## src/rtl/core/y411rgb_pkg.sv

```systemverilog
// ----------------------------------------------------------------------------
// y411rgb_pkg
// Shared types and constants of the packed 4:1:1 to RGB24 converter.
// ----------------------------------------------------------------------------
package y411rgb_pkg;

    localparam int COEF_FRAC_BITS_DEF = 16;
    localparam int QUEUE_DEPTH_DEF    = 4;

    // Coefficients in millionths; scaled and rounded at elaboration.
    localparam longint MICRO      = 1000000;
    localparam longint RV_MICRO   = 1370705;
    localparam longint GV_MICRO   = 698001;
    localparam longint GU_MICRO   = 337633;
    localparam longint BU_MICRO   = 1732446;

    localparam logic [8:0] CHROMA_OFFSET = 9'd128;
    localparam logic [7:0] PIX_MAX       = 8'd255;

    typedef enum logic [5:0] {
        PH_U  = 6'b000001,
        PH_Y1 = 6'b000010,
        PH_Y2 = 6'b000100,
        PH_V  = 6'b001000,
        PH_Y3 = 6'b010000,
        PH_Y4 = 6'b100000
    } t_phase;

    typedef struct packed {
        logic [7:0] data_byte;
        logic       frame_start;
    } t_in_item;

    typedef struct packed {
        logic [7:0] red;
        logic [7:0] green;
        logic [7:0] blue;
        logic       last_in_run;
    } t_out_item;

    // One queue entry: a byte that causes pixels. A pair job carries two
    // luma values that share the chroma; a single job uses y0 only.
    typedef struct packed {
        logic [7:0] y0;
        logic [7:0] y1;
        logic [7:0] u;
        logic [7:0] v;
        logic       pair;
    } t_job;

endpackage

```

## src/rtl/core/y411rgb_front.sv

```systemverilog
// ----------------------------------------------------------------------------
// y411rgb_front
// Tracks the byte phase, holds chroma and early luma, and posts pixel jobs.
// ----------------------------------------------------------------------------
module y411rgb_front
    import y411rgb_pkg::*;
(
    input  logic     i_clk,
    input  logic     i_rst_n,
    input  logic     i_valid,
    output logic     o_ready,
    input  t_in_item i_data,
    input  logic     i_q_ready,
    output logic     o_push,
    output t_job     o_job
);

    t_phase     r_phase, n_phase, w_eff;
    logic [7:0] r_u, n_u;
    logic [7:0] r_v, n_v;
    logic [7:0] r_y0, n_y0;
    logic [7:0] r_y1, n_y1;
    logic       w_accept;

    assign o_ready  = i_q_ready;
    assign w_accept = i_valid && i_q_ready;
    assign w_eff    = i_data.frame_start ? PH_U : r_phase;

    always_comb begin
        n_phase = r_phase;
        n_u     = r_u;
        n_v     = r_v;
        n_y0    = r_y0;
        n_y1    = r_y1;
        o_push  = 1'b0;
        o_job   = '{y0: i_data.data_byte, y1: r_y1, u: r_u, v: r_v, pair: 1'b0};
        if (w_accept) begin
            case (w_eff)
                PH_Y1: begin
                    n_y0    = i_data.data_byte;
                    n_phase = PH_Y2;
                end
                PH_Y2: begin
                    n_y1    = i_data.data_byte;
                    n_phase = PH_V;
                end
                PH_V: begin
                    n_v     = i_data.data_byte;
                    o_push  = 1'b1;
                    o_job   = '{y0: r_y0, y1: r_y1, u: r_u, v: i_data.data_byte,
                                pair: 1'b1};
                    n_phase = PH_Y3;
                end
                PH_Y3: begin
                    o_push  = 1'b1;
                    n_phase = PH_Y4;
                end
                PH_Y4: begin
                    o_push  = 1'b1;
                    n_phase = PH_U;
                end
                default: begin
                    // The U byte, and any phase code that should not occur.
                    n_u     = i_data.data_byte;
                    n_phase = PH_Y1;
                end
            endcase
        end
    end

    always_ff @(posedge i_clk) begin
        if (!i_rst_n) begin
            r_phase <= PH_U;
            r_u     <= '0;
            r_v     <= '0;
        end else begin
            r_phase <= n_phase;
            r_u     <= n_u;
            r_v     <= n_v;
        end
    end

    always_ff @(posedge i_clk) begin
        r_y0 <= n_y0;
        r_y1 <= n_y1;
    end

endmodule

```

## src/rtl/core/y411rgb_queue.sv

```systemverilog
// ----------------------------------------------------------------------------
// y411rgb_queue
// Short job queue between the byte front end and the pixel pipeline.
// ----------------------------------------------------------------------------
module y411rgb_queue
    import y411rgb_pkg::*;
#(
    parameter int QUEUE_DEPTH = QUEUE_DEPTH_DEF
)
(
    input  logic i_clk,
    input  logic i_rst_n,
    input  logic i_push,
    input  t_job i_job,
    output logic o_not_full,
    output logic o_valid,
    input  logic i_pop,
    output t_job o_job
);

    localparam int PW = (QUEUE_DEPTH > 1) ? $clog2(QUEUE_DEPTH) : 1;
    localparam int CW = $clog2(QUEUE_DEPTH + 1);
    localparam logic [PW-1:0] LAST_IDX = PW'(QUEUE_DEPTH - 1);
    localparam logic [CW-1:0] FULL_CNT = CW'(QUEUE_DEPTH);

    t_job          r_mem [QUEUE_DEPTH];
    logic [PW-1:0] r_wr, n_wr;
    logic [PW-1:0] r_rd, n_rd;
    logic [CW-1:0] r_cnt, n_cnt;

    assign o_not_full = (r_cnt != FULL_CNT);
    assign o_valid    = (r_cnt != '0);
    assign o_job      = r_mem[r_rd];

    always_comb begin
        n_wr  = r_wr;
        n_rd  = r_rd;
        n_cnt = r_cnt;
        if (i_push) begin
            n_wr = (r_wr == LAST_IDX) ? '0 : r_wr + 1'b1;
        end
        if (i_pop) begin
            n_rd = (r_rd == LAST_IDX) ? '0 : r_rd + 1'b1;
        end
        if (i_push && !i_pop) begin
            n_cnt = r_cnt + 1'b1;
        end else if (!i_push && i_pop) begin
            n_cnt = r_cnt - 1'b1;
        end
    end

    always_ff @(posedge i_clk) begin
        if (!i_rst_n) begin
            r_wr  <= '0;
            r_rd  <= '0;
            r_cnt <= '0;
        end else begin
            r_wr  <= n_wr;
            r_rd  <= n_rd;
            r_cnt <= n_cnt;
        end
    end

    always_ff @(posedge i_clk) begin
        if (i_push) begin
            r_mem[r_wr] <= i_job;
        end
    end

endmodule

```

## src/rtl/core/y411rgb_back.sv

```systemverilog
// ----------------------------------------------------------------------------
// y411rgb_back
// Pixel pipeline: one luma per cycle unless stalled; multiplies, sums, clamps.
// ----------------------------------------------------------------------------
module y411rgb_back
    import y411rgb_pkg::*;
#(
    parameter int COEF_FRAC_BITS = COEF_FRAC_BITS_DEF
)
(
    input  logic      i_clk,
    input  logic      i_rst_n,
    input  logic      i_job_valid,
    input  t_job      i_job,
    output logic      o_pop,
    output logic      o_valid,
    input  logic      i_ready,
    output t_out_item o_data
);

    localparam int KW = COEF_FRAC_BITS + 2;
    localparam int PW = KW + 10;
    localparam int SW = COEF_FRAC_BITS + 13;
    localparam logic [KW-1:0] K_RV =
        KW'(((64'(RV_MICRO) << COEF_FRAC_BITS) + 64'(MICRO / 2)) / 64'(MICRO));
    localparam logic [KW-1:0] K_GV =
        KW'(((64'(GV_MICRO) << COEF_FRAC_BITS) + 64'(MICRO / 2)) / 64'(MICRO));
    localparam logic [KW-1:0] K_GU =
        KW'(((64'(GU_MICRO) << COEF_FRAC_BITS) + 64'(MICRO / 2)) / 64'(MICRO));
    localparam logic [KW-1:0] K_BU =
        KW'(((64'(BU_MICRO) << COEF_FRAC_BITS) + 64'(MICRO / 2)) / 64'(MICRO));

    function automatic logic [7:0] floor_clamp(input logic signed [SW-1:0] sum);
        logic signed [SW-1:0] whole;
        whole = sum >>> COEF_FRAC_BITS;
        if (whole < 0) begin
            return 8'd0;
        end else if (whole > SW'(PIX_MAX)) begin
            return PIX_MAX;
        end
        return whole[7:0];
    endfunction

    // Select stage
    logic       r_a_valid;
    logic [7:0] r_a_y, r_a_u, r_a_v;
    logic       r_a_last;
    logic       r_second, n_second;
    logic       w_a_ready, w_take;

    // Product stage
    logic                 r_b_valid;
    logic [7:0]           r_b_y;
    logic                 r_b_last;
    logic signed [PW-1:0] r_b_rv, r_b_gv, r_b_gu, r_b_bu;
    logic                 w_b_ready;
    logic signed [8:0]    w_cu, w_cv;

    // Output stage
    logic                 r_out_valid;
    t_out_item            r_out;
    logic                 w_c_ready;
    logic signed [SW-1:0] w_ys, w_sr, w_sg, w_sb;

    assign w_c_ready = !r_out_valid || i_ready;
    assign w_b_ready = !r_b_valid || w_c_ready;
    assign w_a_ready = !r_a_valid || w_b_ready;
    assign w_take    = i_job_valid && w_a_ready;
    // A pair job stays at the queue head until its second pixel is taken.
    assign o_pop     = w_take && (!i_job.pair || r_second);

    always_comb begin
        n_second = r_second;
        if (w_take) begin
            n_second = i_job.pair && !r_second;
        end
    end

    always_ff @(posedge i_clk) begin
        if (!i_rst_n) begin
            r_a_valid <= 1'b0;
            r_second  <= 1'b0;
        end else begin
            r_second <= n_second;
            if (w_a_ready) begin
                r_a_valid <= i_job_valid;
            end
        end
    end

    always_ff @(posedge i_clk) begin
        if (w_take) begin
            r_a_y    <= r_second ? i_job.y1 : i_job.y0;
            r_a_u    <= i_job.u;
            r_a_v    <= i_job.v;
            r_a_last <= !i_job.pair || r_second;
        end
    end

    assign w_cu = $signed({1'b0, r_a_u}) - $signed(CHROMA_OFFSET);
    assign w_cv = $signed({1'b0, r_a_v}) - $signed(CHROMA_OFFSET);

    always_ff @(posedge i_clk) begin
        if (!i_rst_n) begin
            r_b_valid <= 1'b0;
        end else if (w_b_ready) begin
            r_b_valid <= r_a_valid;
        end
    end

    always_ff @(posedge i_clk) begin
        if (w_b_ready && r_a_valid) begin
            r_b_y    <= r_a_y;
            r_b_last <= r_a_last;
            r_b_rv   <= PW'(w_cv) * PW'($signed({1'b0, K_RV}));
            r_b_gv   <= PW'(w_cv) * PW'($signed({1'b0, K_GV}));
            r_b_gu   <= PW'(w_cu) * PW'($signed({1'b0, K_GU}));
            r_b_bu   <= PW'(w_cu) * PW'($signed({1'b0, K_BU}));
        end
    end

    assign w_ys = $signed(SW'({r_b_y, {COEF_FRAC_BITS{1'b0}}}));
    assign w_sr = w_ys + SW'(r_b_rv);
    assign w_sg = w_ys - SW'(r_b_gv) - SW'(r_b_gu);
    assign w_sb = w_ys + SW'(r_b_bu);

    always_ff @(posedge i_clk) begin
        if (!i_rst_n) begin
            r_out_valid <= 1'b0;
        end else if (w_c_ready) begin
            r_out_valid <= r_b_valid;
        end
    end

    always_ff @(posedge i_clk) begin
        if (w_c_ready && r_b_valid) begin
            r_out.red         <= floor_clamp(w_sr);
            r_out.green       <= floor_clamp(w_sg);
            r_out.blue        <= floor_clamp(w_sb);
            r_out.last_in_run <= r_b_last;
        end
    end

    assign o_valid = r_out_valid;
    assign o_data  = r_out;

endmodule

```

## src/rtl/core/yuv411_to_rgb_converter_core.sv

```systemverilog
// ----------------------------------------------------------------------------
// yuv411_to_rgb_converter_core
// Packed 4:1:1 (U,Y1,Y2,V,Y3,Y4) camera bytes in, RGB24 pixels out.
// ----------------------------------------------------------------------------
// The block takes one byte per clock while o_ready is high and gives four
// pixels for every six bytes: two on the V byte (Y1's pixel, then Y2's, the
// second marked as last of its beat) and one each on Y3 and Y4. A byte with
// frame_start set is taken as U and restarts the phase. A pixel goes through
// the queue and the select, product and output registers. The front end
// posts one job per pixel-producing byte into a short queue; the pixel
// pipeline issues one pixel per cycle while the output is not stalled, and a
// V job stays at the queue head until both its pixels are taken. When the
// output stalls, the queue fills and input ready drops at QUEUE_DEPTH jobs.
// ----------------------------------------------------------------------------
module yuv411_to_rgb_converter_core
    import y411rgb_pkg::*;
#(
    parameter int COEF_FRAC_BITS = COEF_FRAC_BITS_DEF,
    parameter int QUEUE_DEPTH    = QUEUE_DEPTH_DEF
)
(
    input  logic      i_clk,
    input  logic      i_rst_n,
    input  logic      i_valid,
    output logic      o_ready,
    input  t_in_item  i_data,
    output logic      o_valid,
    input  logic      i_ready,
    output t_out_item o_data
);

    logic w_q_not_full;
    logic w_push;
    t_job w_push_job;
    logic w_job_valid;
    t_job w_head_job;
    logic w_pop;

    y411rgb_front u_front (
        .i_clk     (i_clk),
        .i_rst_n   (i_rst_n),
        .i_valid   (i_valid),
        .o_ready   (o_ready),
        .i_data    (i_data),
        .i_q_ready (w_q_not_full),
        .o_push    (w_push),
        .o_job     (w_push_job)
    );

    y411rgb_queue #(
        .QUEUE_DEPTH (QUEUE_DEPTH)
    ) u_queue (
        .i_clk      (i_clk),
        .i_rst_n    (i_rst_n),
        .i_push     (w_push),
        .i_job      (w_push_job),
        .o_not_full (w_q_not_full),
        .o_valid    (w_job_valid),
        .i_pop      (w_pop),
        .o_job      (w_head_job)
    );

    y411rgb_back #(
        .COEF_FRAC_BITS (COEF_FRAC_BITS)
    ) u_back (
        .i_clk       (i_clk),
        .i_rst_n     (i_rst_n),
        .i_job_valid (w_job_valid),
        .i_job       (w_head_job),
        .o_pop       (w_pop),
        .o_valid     (o_valid),
        .i_ready     (i_ready),
        .o_data      (o_data)
    );

endmodule
```

## config.mk

```make
export PLATFORM = sky130hd
export DESIGN_NAME = yuv411_to_rgb_converter_core
export DESIGN_NICKNAME = d
export VERILOG_FILES = /design/src/rtl/core/y411rgb_pkg.sv /design/src/rtl/core/y411rgb_front.sv /design/src/rtl/core/y411rgb_queue.sv /design/src/rtl/core/y411rgb_back.sv /design/src/rtl/core/yuv411_to_rgb_converter_core.sv
export SDC_FILE = /design/constraint.sdc
export NUM_CORES = 1
export LEC_CHECK = 0
export ABC_AREA = 1
export ABC_CLOCK_PERIOD_IN_PS = 4450
export CORE_MARGIN = 2
export CORE_UTILIZATION = 41
export CTS_BUF_LIST = sky130_fd_sc_hd__clkbuf_4 sky130_fd_sc_hd__clkbuf_8 sky130_fd_sc_hd__clkbuf_16
export CTS_CLUSTER_SIZE = 16
export DETAILED_ROUTE_END_ITERATION = 10
export DONT_BUFFER_PORTS = 1
export GPL_ROUTABILITY_DRIVEN = 0
export PLACE_DENSITY = 0.62
export SLEW_MARGIN = 20
export SYNTH_ARGS = -nofsm -noshare
export SYNTH_HDL_FRONTEND = slang
export SYNTH_SLANG_ARGS = --single-unit
```

## constraint.sdc

```tcl
create_clock -name i_clk -period 4.45 [get_ports i_clk]
set_input_delay 0.445 -clock i_clk [delete_from_list [all_inputs] [get_ports i_clk]]
set_output_delay 0.445 -clock i_clk [all_outputs]
set_load 0.01 [all_outputs]
```

* Yosys cells after proc, flatten, opt, wreduce, memory -nomap -nowiden
Memory sizes are Yosys's and may differ from the RTL's. A register that Yosys moved wholly into a read port is not among the register bits. Index checks and enable logic that the tools add are counted.
Word-level totals: input port bits 13, bits in read-only memories 0, bits in latches 0, memories kept 1, register bits after elaboration 208, RAM bits 132, word-level logic and storage cells 116
Memory list:
- u_queue.r_mem | words 4, bits a word 33, read ports 1, clocked after Yosys merged registers in 1, wr ports 1, RTL line y411rgb_queue.sv:26 | t_job r_mem [QUEUE_DEPTH];
Cells by class: multipliers 4, equality and inequality tests 8, shift operators 0, div/mod/pow operators 0, add/subtract/negate cells 10, $lt $le $gt $ge 6, reduce and logical (&&, ||, !) cells 27, bitwise gates (word level) 1, mux-type cells 33
Operators by type and width (count):
- $gt A29 B8 Y1 const B | 3
- $mux W8 | 10
- $mux W33 | 2
- $add A25 B27 Y28 | 2
- $lt A13 B1 Y1 const B | 3
- $pmux W6 S5 | 1
- $sub A27 B25 Y28 | 1
- $mul A9 B18 Y27 const B | 1
- $sub A25 B26 Y27 | 1
- $mul A9 B17 Y26 const B | 1
- $mul A9 B16 Y25 const B | 1
- $mul A9 B13 Y22 const B | 1
- $sub A8 B8 Y9 const B | 2
- $mux W1 | 13
- $logic_and A1 B1 Y1 | 8
- $mux W2 | 4
- $reduce_and A2 Y1 | 4
- $logic_not A1 Y1 | 7
- $eq A6 B2 Y1 const B | 1
- $eq A6 B3 Y1 const B | 1
- $eq A6 B4 Y1 const B | 1
- $eq A6 B5 Y1 const B | 1
- $eq A6 B6 Y1 const B | 1
- $mux W3 | 2
- other kinds (12) | 17

* Logic depth before layout (Yosys ltp)
depth after elaboration 9, depth in mapped cells 23, depth with buffers taken out 23

* Hierarchy
From an unflattened synthesis, not the netlist that was laid out.
Unflattened totals: cell total of the unflattened synthesis 2418, area total of the unflattened synthesis 23309.9 µm²
By module, submodules not included:
- y411rgb_back | area each 16259.3 µm², cells each 1841, sequential area each 3923.8 µm², instances 1
- y411rgb_queue | area each 5366.4 µm², cells each 379, sequential area each 4144.0 µm², instances 1
- y411rgb_front | area each 1684.1 µm², cells each 198, sequential area each 920.9 µm², instances 1

* Least setup slack after synthesis
OpenSTA, ideal clock, no wires.
kind register -> register, start register u_back.r_a_v[7], end register, netlist name u_back.r_b_rv[26], slack -291 ps, required time 4195 ps, arrival 4486 ps, setup time 255 ps, buffers on the path 0, cell stages (with the launch flop) 18, period minus slack after synthesis 4741 ps, cell sequence edfxtp_1 > clkinv_1 > ha_1 > inv_1 > ha_1 > inv_1 > fa_1 > inv_1 > fa_1 > inv_1 > fa_1 > inv_1 > ha_1 > nand2_1 > o41ai_1 > nand2_1 > nand4_1 > nand2_1
On the way: word-level cells in the longest chain between the ends 2
Ends and longest elaborated chain:
- start, declared | RTL line y411rgb_back.sv:46 | logic [7:0] r_a_y, r_a_u, r_a_v;
- start signal, assigned | RTL line y411rgb_back.sv:95 | r_a_v <= i_job.v;
- $sub A8 B8 Y9 | RTL line y411rgb_back.sv:101 | assign w_cv = $signed({1'b0, r_a_v}) - $signed(CHROMA_OFFSET);
- $mul A9 B18 Y27 | RTL line y411rgb_back.sv:115 | r_b_rv <= PW'(w_cv) * PW'($signed({1'b0, K_RV}));
No other way between the ends. A chain may end at the register's enable or synchronous reset.

* Worst setup path after layout
start register u_back.r_a_u[1], end register u_back.r_b_gu[14], data pin
On the way: word-level cells in the longest chain between the ends 2
Ends and longest elaborated chain:
- start, declared | RTL line y411rgb_back.sv:46
- start signal, assigned | RTL line y411rgb_back.sv:94 | r_a_u <= i_job.u;
- $sub A8 B8 Y9 | RTL line y411rgb_back.sv:100 | assign w_cu = $signed({1'b0, r_a_u}) - $signed(CHROMA_OFFSET);
- $mul A9 B16 Y25 | RTL line y411rgb_back.sv:117 | r_b_gu <= PW'(w_cu) * PW'($signed({1'b0, K_GU}));
- end signal, assigned | RTL line y411rgb_back.sv:117
- end, declared | RTL line y411rgb_back.sv:55 | logic signed [PW-1:0] r_b_rv, r_b_gv, r_b_gu, r_b_bu;
No other way between the ends.

==> flow_summary.json <==
{
  "syn_nets": 2920,
  "r2r_start": "u_back.r_a_u[1]",
  "worstSkewPairLatency_ns": 0.56,
  "cts_buffer_depth": 3,
  "avgSynthCellArea_um2": 9.50,
  "r2r_end": "u_back.r_b_gu[14]",
  "yosysMostFrequentCell": "inv_1",
  "synth_top_cell_area_share": 0.354,
  "vias": 16900,
  "initial_core_util": 0.415,
  "report.final.setup_viol": 0,
  "grt_max_degree": 65,
  "layout.area.seq_mm2": 0.00899,
  "async_reset_ff_frac": 0,
  "tightest_slew_ns": 1.08,
  "grt_pass1_vias": 16600,
  "synthDistinctLibCells": 55,
  "detail-route-antenna-nets": 0,
  "routed_wl_um": 54200,
  "holdPathEnd": "u_queue.r_cnt[2]",
  "die_h_um": 243,
  "relSlewSlack": 0.276,
  "core_area_mm2": 0.0564,
  "cts-buffers-inserted": 36,
  "antenna_found_initial": 0,
  "fp-row-count": 87,
  "worstHoldStart": "i_rst_n",
  "drc": 0,
  "chipWidth_um": 243,
  "ys_seq_area_frac": 0.384,
  "synth_common_cells": "inv_1 (467), nand2_1 (395), ha_1 (312)",
  "fin_crit_sh": 0.994,
  "ioPinCount": 40,
  "critPathCaptureType": "register",
  "cts_root_buf": "clkbuf_16",
  "skew_ns": 0.0173,
  "fmax_mhz": 226,
  "yosysTopAreaCell": "edfxtp_1",
  "grt_pass1_wl_um": 84800,
  "synth_seq_cells": 311,
  "drt_iter0_drc": 920,
  "cp_max_fo": 4,
  "design.die.area_mm2": 0.0590,
  "overflow": 0,
  "worstRegToRegCells": 15,
  "crit_type": "reg -> reg",
  "h-tree-depth": 2,
  "grt_util_all_layers": 0.180,
  "layout.nets": 3063,
  "yosys_warnings": 0,
  "synth_ff_type": "edfxtp_1",
  "drive_gt1_frac": 0.140,
  "clk_pin_slew_ns": 0.06,
  "first_pass_iters": 5,
  "whs_path_depth": 2,
  "synth_edf_count": 276,
  "outcome": "finished clean",
  "antenna_cells": 0,
  "syn-cell-area_mm2": 0.0234,
  "cts_sinks": 311,
  "n_fill_cell": 5209,
  "cap_violations": 0,
  "r2r_setup_slack_ns": 0.03,
  "portBuffers": 0,
  "cp.arrival_ns": 4.71,
  "cts_tree": "built",
  "synthTopCellsByArea": "edfxtp_1 (35%), ha_1 (17%), fa_1 (11%), inv_1 (7.5%), nand2_1 (6.3%)",
  "rsz0062_at_grt": "true",
  "multi_input_area_mm2": 0.0131,
  "post-route-min-period_ns": 4.42,
  "startpoint_type": "register",
  "final_hold_viol_count": 0,
  "wl_per_cell_um": 16.0,
  "via_per_inst": 4.98,
  "required_ns": 4.74,
  "slew_violations": 0,
  "hpwl_um": 41500,
  "synthCells": 2463,
  "syn_to_final_growth_pct": 16.0,
  "min_path_type": "in -> reg",
  "whs_ns": 0.0294
}
repair_timing:
item | 4_1_cts | 5_1_grt
hold buffers | 8 | 0
gates resized for setup | 17 | 113
gates cloned | 0 | 0
endpoints found under the setup margin | 19 | 39
pin swaps | 7 | 45
hold endpoints to repair | 16 | 0
setup buffers | 4 | 13
per-layer routing:
metal / up-vias / routed length (µm) / track usage
met4: 0 / 1370 / 0.0574
met2: 368 / 26000 / 0.307
li1: 8420 / - / -
met1: 8007 / 24700 / 0.237
met3: 85 / 2150 / 0.0255
met5: - / 0 / 0
how the worst max path moves through the flow:
stage                                    to  slack [ns]             from
after global placement    u_back.r_b_gu[14]       -0.05  u_back.r_a_u[2]
after detailed placement  u_back.r_b_gu[17]        -0.1  u_back.r_a_u[2]
after CTS                 u_back.r_b_rv[23]       0.005  u_back.r_a_v[3]
after floorplan           u_back.r_b_rv[22]       0.001  u_back.r_a_v[7]
final                     u_back.r_b_gu[14]        0.03  u_back.r_a_u[1]
after global routing      u_back.r_b_bu[26]        -0.1  u_back.r_a_u[1]
logic make-up (layout without fill, tap and decap cells):
kind of cell / count (synthesis) / after routing / share of synthesized area
XOR/XNOR: 66 / 66 / 0.0254
buffers and inverters: 502 / 672 / 0.0814
flip-flops: 311 / 311 / 0.384
AND/OR/NAND/NOR: 810 / 810 / 0.149
AO/OA/AOI/OAI: 330 / 330 / 0.0797
adder cells (fa/ha/maj): 444 / 444 / 0.280
critical path, cell delays in order (launching register included):
cell,delay (ns)
edfxtp_1,0.47
ha_2,0.39
inv_1,0.08
buf_4,0.14
fa_1,0.50
inv_1,0.05
fa_1,0.53
fa_1,0.43
ha_1,0.35
ha_4,0.31
nand2_1,0.10
nor4_4,0.30
buf_4,0.16
a21oi_1,0.07
buf_4,0.14
xnor2_1,0.14
cells in the final DEF (no fill, tap or decap), drive strengths merged, types with 11 or more instances in the layout:
cell | netlist | routed
clkbuf | 16 | 50
o21ai | 134 | 134
a21oi | 105 | 105
nor2 | 232 | 232
xnor2 | 20 | 20
ha | 312 | 312
o21bai | 14 | 14
clkinv | 2 | 11
nand3 | 90 | 90
edfxtp | 276 | 276
a21o | 12 | 12
nand4 | 33 | 33
or2 | 13 | 13
inv | 475 | 477
xor2 | 46 | 46
buf | 9 | 122
fa | 132 | 132
nor3 | 18 | 18
dfxtp | 35 | 35
o22ai | 25 | 25
a31oi | 16 | 16
nand2 | 410 | 410
state kept, by name, summed over array words and instances, names as in the netlist, 2 cells and up, named ones only:
name and cells:
u_back.o_data 25, u_back.r_a_u 8, u_back.r_a_v 8, u_back.r_a_y 8
u_back.r_b_bu 11, u_back.r_b_gu 25, u_back.r_b_gv 20, u_back.r_b_rv 13
u_back.r_b_y 8, u_front.r_phase 6, u_front.r_u 8, u_front.r_v 8
u_front.r_y0 8, u_front.r_y1 8, u_queue.r_cnt 3, u_queue.r_mem 132
u_queue.r_rd 2, u_queue.r_wr 2
metrics by stage:
stage               setup TNS [ns]  instance area [µm²]  cells  utilization  setup WS, ns
global route                -0.754                27100   3389        0.481       -0.0951
global placement            -0.103                25100   3299        0.444       -0.0519
CTS                              0                26500   3376        0.470       0.00547
finish                           0                27100   3389        0.481        0.0276
floorplan                        0                23400   2463            -       0.00100
detailed placement          -0.681                25100   3299        0.444       -0.0999
layout make-up:
type                       count  area share
clock inverter                15     0.00803
multi-input combinational   1650       0.484
timing repair buffer         130      0.0371
inverter                     477      0.0664
sequential                   311       0.332
clock buffer                  50      0.0376
tap                          756      0.0349
Power is left out: the tool's default activity adds up to more than one toggle a clock period on the data nets, which glitch-free logic cannot reach.
